<file path="src/sv/bda_pkg.sv">
// Shared types and constants for the button debounce and auto-repeat unit.
package bda_pkg;

  localparam int unsigned NumButtonsDefault = 4;
  localparam int unsigned PinWidth          = 4;
  localparam int unsigned IndexWidth        = 3;
  localparam int unsigned TickWidth         = 15;
  localparam int unsigned CfgIndexWidth     = 2;

  localparam logic                 PressedLevelReset = 1'b0;
  localparam logic [TickWidth-1:0] FirstRepeatReset  = 15'd100;
  localparam logic [TickWidth-1:0] HoldRepeatReset   = 15'd25;

  typedef enum logic [CfgIndexWidth-1:0] {
    CFG_PRESSED_LEVEL = 2'd0,
    CFG_FIRST_REPEAT  = 2'd1,
    CFG_HOLD_REPEAT   = 2'd2
  } cfg_reg_e;

  typedef enum logic {
    ACT_TICK  = 1'b0,
    ACT_QUERY = 1'b1
  } action_e;

  typedef struct packed {
    logic                 pressed_level;
    logic [TickWidth-1:0] first_repeat;
    logic [TickWidth-1:0] hold_repeat;
  } cfg_t;

  typedef struct packed {
    logic tick;
    logic clear;
    logic level;
  } btn_ctrl_t;

  typedef struct packed {
    logic                pressed_event;
    logic [PinWidth-1:0] stable_levels;
  } out_word_t;

endpackage

</file>
<file path="src/sv/bda_button.sv">
// Per-button three-sample debouncer with auto-repeat countdown and event flag.
module bda_button import bda_pkg::*; (
  input  logic      clk_i,
  input  logic      rst_ni,
  input  btn_ctrl_t ctrl_i,
  input  cfg_t      cfg_i,
  output logic      stable_d_o,
  output logic      flag_q_o
);

  logic                 newest_q, newest_d;
  logic                 middle_q, middle_d;
  logic                 oldest_q, oldest_d;
  logic                 stable_q, stable_d;
  logic                 flag_q, flag_d;
  logic [TickWidth-1:0] count_q, count_d;
  logic                 settled;

  // The new sample settles the button when it matches the two it pushes along.
  assign settled = (ctrl_i.level == newest_q) && (ctrl_i.level == middle_q);

  always_comb begin
    newest_d = newest_q;
    middle_d = middle_q;
    oldest_d = oldest_q;
    stable_d = stable_q;
    flag_d   = flag_q;
    count_d  = count_q;
    if (ctrl_i.tick) begin
      oldest_d = middle_q;
      middle_d = newest_q;
      newest_d = ctrl_i.level;
      if (settled) begin
        if (stable_q != ctrl_i.level) begin
          stable_d = ctrl_i.level;
          if (ctrl_i.level == cfg_i.pressed_level) begin
            flag_d  = 1'b1;
            count_d = cfg_i.first_repeat;
          end
        end else if (ctrl_i.level == cfg_i.pressed_level) begin
          // Decrementing to zero or below fires; that is a count of one or zero now.
          if (count_q <= TickWidth'(1)) begin
            flag_d  = 1'b1;
            count_d = cfg_i.hold_repeat;
          end else begin
            count_d = count_q - TickWidth'(1);
          end
        end
      end
    end else if (ctrl_i.clear) begin
      flag_d = 1'b0;
    end
  end

  always_ff @(posedge clk_i or negedge rst_ni) begin
    if (!rst_ni) begin
      newest_q <= 1'b0;
      middle_q <= 1'b0;
      oldest_q <= 1'b0;
      stable_q <= 1'b0;
      flag_q   <= 1'b0;
      count_q  <= '0;
    end else begin
      newest_q <= newest_d;
      middle_q <= middle_d;
      oldest_q <= oldest_d;
      stable_q <= stable_d;
      flag_q   <= flag_d;
      count_q  <= count_d;
    end
  end

  assign stable_d_o = stable_d;
  assign flag_q_o   = flag_q;

endmodule

</file>
<file path="config.mk">
export PLATFORM = sky130hd
export DESIGN_NAME = bda_button
export DESIGN_NICKNAME = d
export VERILOG_FILES = /design/src/sv/bda_pkg.sv /design/src/sv/bda_button.sv
export SDC_FILE = /design/constraint.sdc
export NUM_CORES = 1
export LEC_CHECK = 0
export ABC_AREA = 1
export BUFFER_PORTS_ARGS = -buffer_cell sky130_fd_sc_hd__buf_2
export CAP_MARGIN = 20
export CORE_MARGIN = 2
export CORE_UTILIZATION = 55
export CTS_CLUSTER_SIZE = 14
export DETAILED_ROUTE_END_ITERATION = 16
export PLACE_DENSITY = 0.82
export SLEW_MARGIN = 20
export SYNTH_ARGS = -nofsm -noshare
export SYNTH_HDL_FRONTEND = slang
export SYNTH_SLANG_ARGS = --single-unit
export TNS_END_PERCENT = 100
</file>
<file path="constraint.sdc">
create_clock -name clk_i -period 3 [get_ports clk_i]
set_input_delay 0.6 -clock clk_i [delete_from_list [all_inputs] [get_ports clk_i]]
set_output_delay 0.6 -clock clk_i [all_outputs]
set_load 0.05 [all_outputs]
</file>
==> metrics <==
status=completed; commonest non-fill, non-tap cell in the layout=nand2_1; top area cells in the synthesized netlist=dfrtp_1 (30%), nand2_1 (21%), nor2_1 (11%), nand3_1 (4.4%), inv_1 (4.2%); R2R Path End=count_q[6]$_DFFE_PN0P_; Req. time, crit path=2400 ps; clk slew on worst S/H paths=120 ps; post-synth top area cell=dfrtp_1; multi-input logic area=966 sq um; Synth Area in Compound Gates=0.0699; Pwr Density=773 nW/um^2; Buffers on Ports=37; Synth Instances=247; logic gate share of total power=0.525; cells on worst reg2reg path=11; share of the synthesized area in the top cell type=0.299; FP Rows=19; All-Layer GR Usage=0.224; final instance area=1770 sq um; drc violations=0; critical path arrival=1340 ps; layout overhead on the synthesized area=11.2%; sequential fraction of the synthesis area=0.299; DR WL/cell=11.1 um; placed cell count=309; I/O pin count=38; H-tree Lvls=1; reg-to-reg critical path startpoint=count_q[1]$_DFFE_PN0P_; post-synthesis register bit count=19; initial core utilization=0.578; Placed Instance Area=1740 sq um; Synth Area in Simple Gates=0.478; Vias/cell=5.09; power share of the clock group=0.102; layout cells sized above 1=0.223; clk_skew=5.55 ps; Fillers=259; Seq. cell area=475 sq um; die width=57.8 um; syn nets=285; Post-Synth XOR/XNOR Area=0.0432; number of cells in the finished layout apart from fillers=313; Core Box Area=2760 sq um; die footprint=3340 sq um; max-cap violation count=0; setup slack, reg-to-reg=1120 ps; Post-Synthesis Cell Area=1590 sq um; Initial DRT Pass Iterations=4; Resized cells post-CTS=0; startpoint types=input pin; Final ANT Viol Nets=0; switching power=0.680 mW; pin count of the biggest net entering global routing=23; final worst path period share=0.647; hold buffers post-CTS=0; most frequent cells in the layout=nand2_1 (90), nor2_1 (48), buf_2 (37); CTS tree=done; RePlAce Congestion=0.883; setup_tns=0 ps; P_leak=1.02 nW; Clock Tree Buf Depth=2; sw frac=0.497; Final nets=321; Yosys warnings=0; WS Path Type=input pin to primary output; Die H=57.8 um; VDD IR-drop max=0.466 mV; post-synthesis mux area share=0; class of the worst hold path=input pin to async pin; crit-path max FO=5; Yosys cell types=25; Num CTS Buffers=3; Root Driver=clkbuf_4; Setup Fix Bufs, Post-CTS=0; unrepaired setup endpoints after global routing=no; final-report hold violation count=0; DR vias=1592; Slew Viols, Final=0; first-pass GRT wire length=5910 um; initial antenna violation count=0; syn_area_per_cell=6.45 sq um; worst skew pair latency=310 ps; FMAX=515 MHz; clk sink count=19; HPWL Detailed=2500 um; Pint=0.688 mW; grt ovf=0; Max transition margin=0.648; actual slew at the worst max-slew pin=527 ps; type of destination of the critical path=primary output; adder-cell area share of the yosys netlist=0.0157; Final Setup Violations=0; DRT iter0 DRCs=48; largest family of logic cells by synthesized area=simple AND/OR/NAND/NOR gates; Final Critical Period=1940 ps; routed wire length=3480 um; vias in the first global route=1435; Sequential Power Share=0.372; diode count=0
-- registers in the layout, indices dropped and copies added, names as in the netlist --
name / flops
stable_q: 1
newest_q: 1
middle_q: 1
count_q: 15
flag_q_o: 1
-- kinds of logic (layout without fill, tap and decap cells) --
| family | count (synthesis) | in the layout |
|---|---|---|
| AND/OR/NAND/NOR | 173 | 173 |
| buffers and inverters | 26 | 61 |
| AO/OA/AOI/OAI | 20 | 20 |
| flip-flops | 19 | 19 |
| XOR/XNOR | 7 | 7 |
| adder cells (fa/ha/maj) | 2 | 2 |
-- stage by stage --
step           utilization  power (mW)  setup WS [ps]  hold slack (ps)
2_1_floorplan            -        1.09           1190              304
3_3_place_gp         0.632        1.21           1050              462
3_5_place_dp         0.632        1.23           1050              467
4_1_cts              0.642        1.37           1050              231
5_1_grt              0.642        1.52            964              250
6_report             0.642        1.37           1060              219
-- Yosys cell counts (all sizes together) --
cell    number
nand3b       2
xnor2        1
o21ai        6
nand3       14
inv         19
nand4        2
buf          7
dfrtp       19
nor2        53
nand2      102
ha           2
a21oi       14
xor2         6
-- metal layers --
metal,vias up,global-route usage,routed length [um]
met3,7,0.0246,202
met5,-,0,0
li1,832,-,-
met4,0,0.0797,59
met1,713,0.296,1620
met2,40,0.380,1590
-- worst max-delay path by stage --
| stage | start | endpoint | slack, ps | cells after the start |
|---|---|---|---|---|
| after floorplan | ctrl_i[2] | stable_d_o | 1190 | 5 |
| after global placement | ctrl_i[2] | stable_d_o | 1050 | 7 |
| after detailed placement | ctrl_i[0] | count_q[2]$_DFFE_PN0P_ | 1050 | 7 |
| after CTS | ctrl_i[2] | stable_d_o | 1050 | 7 |
| after global routing | count_q[11]$_DFFE_PN0P_ | count_q[6]$_DFFE_PN0P_ | 960 | 10 |
| final | ctrl_i[2] | stable_d_o | 1060 | 7 |
-- layout make-up --
| class | instances | area share |
|---|---|---|
| Timing Repair Buffer | 38 | 0.109 |
| Sequential cell | 19 | 0.269 |
| Inverter | 19 | 0.0403 |
| Tap cell | 31 | 0.0219 |
| Multi-Input combinational cell | 202 | 0.546 |
| Clock buffer | 4 | 0.0148 |
-- power by group through the flow --
stage,clock network [mW],registers (mW),logic (mW)
3_3_place_gp,0,0.508,0.701
6_report,0.140,0.510,0.719
5_1_grt,0.152,0.527,0.840
2_1_floorplan,0,0.483,0.605
4_1_cts,0.143,0.507,0.721
3_5_place_dp,0,0.512,0.716
-- critical path: stages --
cell and delay (ps):
buf_2 100, inv_1 100, nor2_1 70, nand3_1 80
nand2_1 50, nand2_1 70, buf_2 260
No activity file was read; power rests on OpenSTA's default activity.
