[src/sv/bda_pkg.sv]
// Shared types and constants for the button debounce and auto-repeat unit.
package bda_pkg;

  localparam int unsigned NumButtonsDefault = 4;
  localparam int unsigned PinWidth          = 4;
  localparam int unsigned IndexWidth        = 3;
  localparam int unsigned TickWidth         = 15;
  localparam int unsigned CfgIndexWidth     = 2;

  localparam logic                 PressedLevelReset = 1'b0;
  localparam logic [TickWidth-1:0] FirstRepeatReset  = 15'd100;
  localparam logic [TickWidth-1:0] HoldRepeatReset   = 15'd25;

  typedef enum logic [CfgIndexWidth-1:0] {
    CFG_PRESSED_LEVEL = 2'd0,
    CFG_FIRST_REPEAT  = 2'd1,
    CFG_HOLD_REPEAT   = 2'd2
  } cfg_reg_e;

  typedef enum logic {
    ACT_TICK  = 1'b0,
    ACT_QUERY = 1'b1
  } action_e;

  typedef struct packed {
    logic                 pressed_level;
    logic [TickWidth-1:0] first_repeat;
    logic [TickWidth-1:0] hold_repeat;
  } cfg_t;

  typedef struct packed {
    logic tick;
    logic clear;
    logic level;
  } btn_ctrl_t;

  typedef struct packed {
    logic                pressed_event;
    logic [PinWidth-1:0] stable_levels;
  } out_word_t;

endpackage

[src/sv/bda_outbuf.sv]
// Two-entry result buffer that decouples the input side from output stalls.
module bda_outbuf import bda_pkg::*; (
  input  logic      clk_i,
  input  logic      rst_ni,
  input  logic      push_i,
  input  out_word_t word_i,
  output logic      full_o,
  output logic      valid_o,
  input  logic      pop_i,
  output out_word_t word_o
);

  out_word_t  entry_q [2];
  logic       wr_ptr_q, wr_ptr_d;
  logic       rd_ptr_q, rd_ptr_d;
  logic [1:0] count_q, count_d;

  always_comb begin
    wr_ptr_d = wr_ptr_q ^ push_i;
    rd_ptr_d = rd_ptr_q ^ pop_i;
    count_d  = count_q + {1'b0, push_i} - {1'b0, pop_i};
  end

  always_ff @(posedge clk_i) begin
    if (push_i) begin
      entry_q[wr_ptr_q] <= word_i;
    end
  end

  always_ff @(posedge clk_i or negedge rst_ni) begin
    if (!rst_ni) begin
      wr_ptr_q <= 1'b0;
      rd_ptr_q <= 1'b0;
      count_q  <= '0;
    end else begin
      wr_ptr_q <= wr_ptr_d;
      rd_ptr_q <= rd_ptr_d;
      count_q  <= count_d;
    end
  end

  assign full_o  = count_q[1];
  assign valid_o = (count_q != 2'd0);
  assign word_o  = entry_q[rd_ptr_q];

endmodule

[config.mk]
export PLATFORM = sky130hd
export DESIGN_NAME = bda_outbuf
export DESIGN_NICKNAME = d
export VERILOG_FILES = /design/src/sv/bda_pkg.sv /design/src/sv/bda_outbuf.sv
export SDC_FILE = /design/constraint.sdc
export NUM_CORES = 1
export LEC_CHECK = 0
export BUFFER_PORTS_ARGS = -buffer_cell sky130_fd_sc_hd__buf_4
export CORE_AREA = 3 3 40 42
export CTS_CLUSTER_SIZE = 14
export DETAILED_ROUTE_END_ITERATION = 16
export DIE_AREA = 0 0 43 45
export HOLD_SLACK_MARGIN = 0.03
export PLACE_DENSITY = 0.65
export SYNTH_ARGS = -nofsm -noshare
export SYNTH_HDL_FRONTEND = slang
export SYNTH_SLANG_ARGS = --single-unit
[constraint.sdc]
create_clock -name clk_i -period 2.1 [get_ports clk_i]
set_input_delay 0.21 -clock clk_i [delete_from_list [all_inputs] [get_ports clk_i]]
set_output_delay 0.21 -clock clk_i [all_outputs]
set_load 0.05 [all_outputs]
==> impl_results.md, run 1 <==
* Setup CP Type: reg -> out
* Boundary Pins at 16
* Register area share after synthesis at 0.678
* Half-perimeter wire length after placement at 667 um
* Syn avg cell area at 19.1 um2
* Final ANT Viol Nets at 0
* Hold Fails Final Rpt at 0
* Worst EP arrival at 1350 ps
* Die Ht at 45 um
* Data required, critical path at 1890 ps
* Total number of vias at 290
* Fillers at 112
* Iter 0 DRT Violations at 2
* Hold Crit Class: in -> reg
* Drt wl/cell at 12.5 um
* Finish-stage setup viols at 0
* Root Driver: clkbuf_4
* Crit Path Max Fanout at 6
* First-pass DRT Iterations at 2
* Worst skew pair latency at 270 ps
* Final Skew at 0.744 ps
* CTS tree: yes
* Std cell rows at 13
* Layout Nets at 64
* Die area at 0.00194 mm2
* Multi-input gate area at 164 um2
* Hold Path Stages at 2
* H-tree depth at 1
* Cell chain of the critical path: mux2_4 > buf_4
* IR drop worst, VDD at 0.865 mV
* Initial Util at 0.460
* FF+latch area at 400 um2
* Ys Warns at 0
* GPL Wtd Cong at 0.589
* Final WL at 814 um
* Worst setup SP type: register
* Final Max Slew Viols at 0
* Post-Syn Instances at 31
* Worst setup margin at 537 ps
* Synth Register Bits at 14
* Status: finished, final reports clean
* Antenna cells at 0
* Crit-path max cell delay at 560 ps
* TritonCTS Buffers at 3
* Final worst path period need at 1560 ps
* Fmax achieved at 0.640 GHz
* CP Capture Type: primary output
* Total power at 1.11 mW
* Total negative setup slack at 0 ps
* RSZ-0062 raised after global routing: false
* P_leak at 0.347 nW
* Critical path's slowest cell: dfrtp_1
* Total grt overflow at 0
* Netlist cell types at 9
* Remaining DRCs at 0
* Clk buf depth at 2
* Dpl ws at 827 ps
* DIE WIDTH at 43 um
* Total global-route track usage at 0.101
* Area Overhead vs Synth at 26.5%
* FF-to-FF path depth at 5
* Fin crit share at 0.744
* Core area at 0.00128 mm2
* CTS sink cnt at 14
* Initial antenna violation count at 0
* Global-route wire length before repair at 1.26 mm
* Largest net degree at the start of global routing at 9
* Net Count, Synth at 44
* Max-cap viol count at 0
* Vias per cell at 4.46
* Slew @ Worst Pin at 361 ps
* Slew HR at 0.760
* Number of port buffers at 15
* Final instance area at 747 um2
* Area of the mapped netlist at 591 um2
* Reg clk slew, reported paths at 80 ps
* Share of layout cells above drive strength 1 at 0.480
* Vias in the first global route at 306
* Post-Route Utilization at 0.581
* Pwr/cell area at 1490 mW/mm2
* Dpl cell area at 711 um2
==> power by group <==
part | switching, mW | total, mW | internal, mW
clock network | 0.0759 | 0.145 | 0.0687
registers | 0.0590 | 0.440 | 0.381
logic | 0.304 | 0.527 | 0.223
total | 0.439 | 1.11 | 0.673
==> cells in the mapped netlist <==
cell	number	area, um2
mux2_4	5	75.1
dfrtp_1	4	100
xor3_1	1	23.8
buf_6	1	11.3
ha_1	4	50.1
inv_1	4	15.0
or2_2	1	6.26
edfxtp_1	10	300
xor2_1	1	8.76
==> cell usage in the layout, fill, tap and decap left out <==
| cell | count |
|---|---|
| mux2_4 | 5 |
| edfxtp_1 | 10 |
| clkinv_1 | 1 |
| clkbuf_4 | 3 |
| xor3_1 | 1 |
| xor2_1 | 1 |
| buf_4 | 15 |
| ha_1 | 4 |
| dfrtp_1 | 4 |
| or2_2 | 1 |
| inv_1 | 4 |
| dlygate4sd3_1 | 1 |
==> logic make-up (layout without fill, tap and decap cells) <==
logic type | count (synthesis) | count (layout) | share of synthesized area
multiplexers | 5 | 5 | 0.127
flip-flops | 14 | 14 | 0.678
XOR/XNOR | 2 | 2 | 0.0551
AND/OR/NAND/NOR | 1 | 1 | 0.0106
buffers and inverters | 5 | 24 | 0.0445
adder cells (fa/ha/maj) | 4 | 4 | 0.0847
==> metrics by stage <==
step | hold slack [ps] | std cells
6_report | 119 | 65
3_3_place_gp | 7.21 | 60
2_1_floorplan | -85.6 | 31
3_5_place_dp | 10.3 | 60
4_1_cts | 105 | 65
5_1_grt | 97.0 | 65
==> flip-flops by register name (all words and copies together), names as in the netlist <==
| register | flops |
|---|---|
| entry_q | 10 |
| wr_ptr_q | 1 |
| count_q | 2 |
| rd_ptr_q | 1 |
==> final timing paths <==
path | startpoint | to | slack [ps]
min reg2reg | count_q[1]$_DFF_PN0_ | count_q[1]$_DFF_PN0_ | 620
max | rd_ptr_q$_DFF_PN0_ | word_o[1] | 540
min | pop_i | rd_ptr_q$_DFF_PN0_ | 120
min in group asynchronous | rst_ni | count_q[1]$_DFF_PN0_ | 270
max reg2reg | count_q[0]$_DFF_PN0_ | count_q[1]$_DFF_PN0_ | 930
max in group asynchronous | rst_ni | count_q[0]$_DFF_PN0_ | 1730
==> area by class of cell <==
cell class,count,share of cell area
inverters,4,0.0201
clock buffers,3,0.0302
well taps,15,0.0251
clock inverters,1,0.00503
flip-flops and latches,14,0.536
multi-input cells,12,0.219
repair buffers,16,0.164
==> metal layers <==
metal | up-vias | global-route usage | share of wire | wire length [um]
met2 | 8 | 0.189 | 0.60 | 487
met1 | 137 | 0.0812 | 0.35 | 284
met3 | 0 | 0.0359 | 0.052 | 42
met4 | 0 | 0.0904 | 0 | 0
li1 | 145 | - | - | -
met5 | - | 0 | 0 | 0
==> worst max-delay path, delay by kind of cell (launching register included) <==
kind	cells	cell delay (ps)
DFF	1	560
muxes	1	330
buffers and inverters	1	190
==> timing repair <==
action	CTS	global route
hold endpoints to repair	4	0
hold buffers	1	0
resized for setup	0	0
setup buffers	0	0
Power figures use the tool's default switching activity.
==> inputs of run 2 (changes only) <==
Settings changed: CORE_AREA 3 3 40 42 to default, CORE_MARGIN from default to 3, CORE_UTILIZATION from default to 43, DIE_AREA 0 0 43 45 to default, PLACE_DENSITY 0.65 to 0.66.
Clock period 2.1 ns to 1.4 ns, I/O delays scaled along.
==> run 2 against run 1 <==
Power rose by 57%; combinational power rose by 64%; global-route usage rose by 1.5 points; largest cell class unchanged; worst hold slack got worse by 69 ps; critical path depth did not move; clock skew rose by 4.1 ps; non-clock buffer count rose by 1; utilization rose by 6.2 points; count of clock-buffer cells in the layout rose by 1; register-to-register slack got worse by 680 ps.
==> impl_results.md, run 2 (same netlist as run 1, synthesis figures left out) <==
* Fmax achieved at 0.737 GHz
* Clk buf depth at 2
* Die Ht at 43.1 um
* HP Start: word_i[2]
* Total negative setup slack at 0 ps
* Worst EP arrival at 1220 ps
* Worst setup SP type: register
* Reg clk slew, reported paths at 80 ps
* Number of port buffers at 15
* H-tree depth at 1
* GPL Wtd Cong at 0.566
* Top reg by flops: entry_q
* Layout Nets at 65
* Area Overhead vs Synth at 30.9%
* Max-cap viol count at 0
* RSZ-0062 raised after global routing: true
* Share of layout cells above drive strength 1 at 0.510
* Status: finished, final reports clean
* R2r setup slk at 250 ps
* Pwr/cell area at 2260 mW/mm2
* Core area at 0.00120 mm2
* Largest register FFs at 10
* Dpl cell area at 709 um2
* Finish-stage setup viols at 0
* DIE WIDTH at 43.1 um
* Total number of vias at 310
* TritonCTS Buffers at 3
* Slew @ Worst Pin at 260 ps
* Largest registers: entry_q x10, count_q x2
* Initial Util at 0.492
* Non-filler cells, final at 65
* Global-route wire length before repair at 1.46 mm
* Data required, critical path at 1260 ps
* First-pass DRT Iterations at 2
* Die area at 0.00185 mm2
* Hold Crit Class: in -> reg
* Final instance area at 773 um2
* Vias in the first global route at 359
* Root Driver: clkbuf_4
* R2r startpoint: count_q[0]$_DFF_PN0_
* Commonest cells after routing, fill and taps aside: 11 x buf_4, 10 x edfxtp_1, 5 x mux2_4, 5 x buf_6
* Final ANT Viol Nets at 0
* Initial antenna violation count at 0
* Drt wl/cell at 12.8 um
* Worst skew pair latency at 270 ps
* Fin crit share at 0.969
* Most common library cell in the layout ignoring fill and taps: buf_4
* Final Skew at 4.84 ps
* Setup crit start: rd_ptr_q$_DFF_PN0_
* Iter 0 DRT Violations at 3
* IR drop worst, VDD at 1.03 mV
* Fillers at 103
* CTS tree: yes
* Boundary Pins at 16
* Setup CP Type: reg -> out
* Post-Route Utilization at 0.644
* Final Max Slew Viols at 0
* Hold Fails Final Rpt at 0
* Final WL at 832 um
* Crit Path Max Fanout at 6
* Total power at 1.75 mW
* Total global-route track usage at 0.116
* Largest net degree at the start of global routing at 9
* Slew HR at 0.827
* Half-perimeter wire length after placement at 677 um
* P_leak at 0.357 nW
* Remaining DRCs at 0
* Dpl cells at 59
* Antenna cells at 0
* Vias per cell at 4.77
* Final worst path period need at 1360 ps
* Std cell rows at 12
* CTS sink cnt at 14
* CP Capture Type: primary output
* Total grt overflow at 0
run 2: cell count changes in the layout (fill, tap and decap cells not counted):
cell,delta
clkbuf_1,+1
dfrtp_1,-1
clkinv_1,-1
buf_6,+5
dfrtp_2,+1
buf_4,-4
run 2: final cells by class:
cell class	count	area (um2)	area share
multi-input combinational	12	164	0.212
timing repair buffer	17	149	0.193
sequential	14	402	0.519
clock buffer	4	26.3	0.0340
inverter	4	15.0	0.0194
tap	14	17.5	0.0227
run 2: final timing paths:
check | cells after the start | endpoint
setup / recovery | 2 | word_o[2]
hold / removal | 1 | entry_q[0][2]$_DFFE_PP_
max in group asynchronous | 2 | rd_ptr_q$_DFF_PN0_
setup reg to reg | 5 | count_q[1]$_DFF_PN0_
min in group asynchronous | 2 | wr_ptr_q$_DFF_PN0_
hold reg to reg | 1 | count_q[1]$_DFF_PN0_
run 2: per-layer routing:
layer | vias to the layer above | track usage | share of wire
met1 | 149 | 0.0889 | 0.29
met3 | 2 | 0.0297 | 0.041
met5 | - | 0 | 0
met2 | 8 | 0.231 | 0.65
met4 | 0 | 0.0904 | 0.0096
li1 | 151 | - | -
run 2: timing repair:
action | CTS | global route
endpoints found under the setup margin | 5 | 5
buffers inserted | 1 | 0
cloned | 0 | 0
hold endpoints to repair | 4 | 0
hold buffers | 1 | 0
resized for setup | 1 | 5
run 2: metrics by stage:
step	hold slack (ps)	worst slack [ps]
6_report	49.8	42.9
5_1_grt	32.3	-5.89
4_1_cts	38.7	2.23
2_1_floorplan	-156	203
3_3_place_gp	-62.5	231
3_5_place_dp	-62.0	221
run 2: worst max-delay path: stages (launching register included):
cell and delay, ps:
dfrtp_2 480, mux2_4 320, buf_6 150
run 2: where the power goes:
group	switching [mW]	internal, mW
clock	0.116	0.110
sequential	0.0808	0.576
combinational	0.476	0.390
total	0.673	1.08
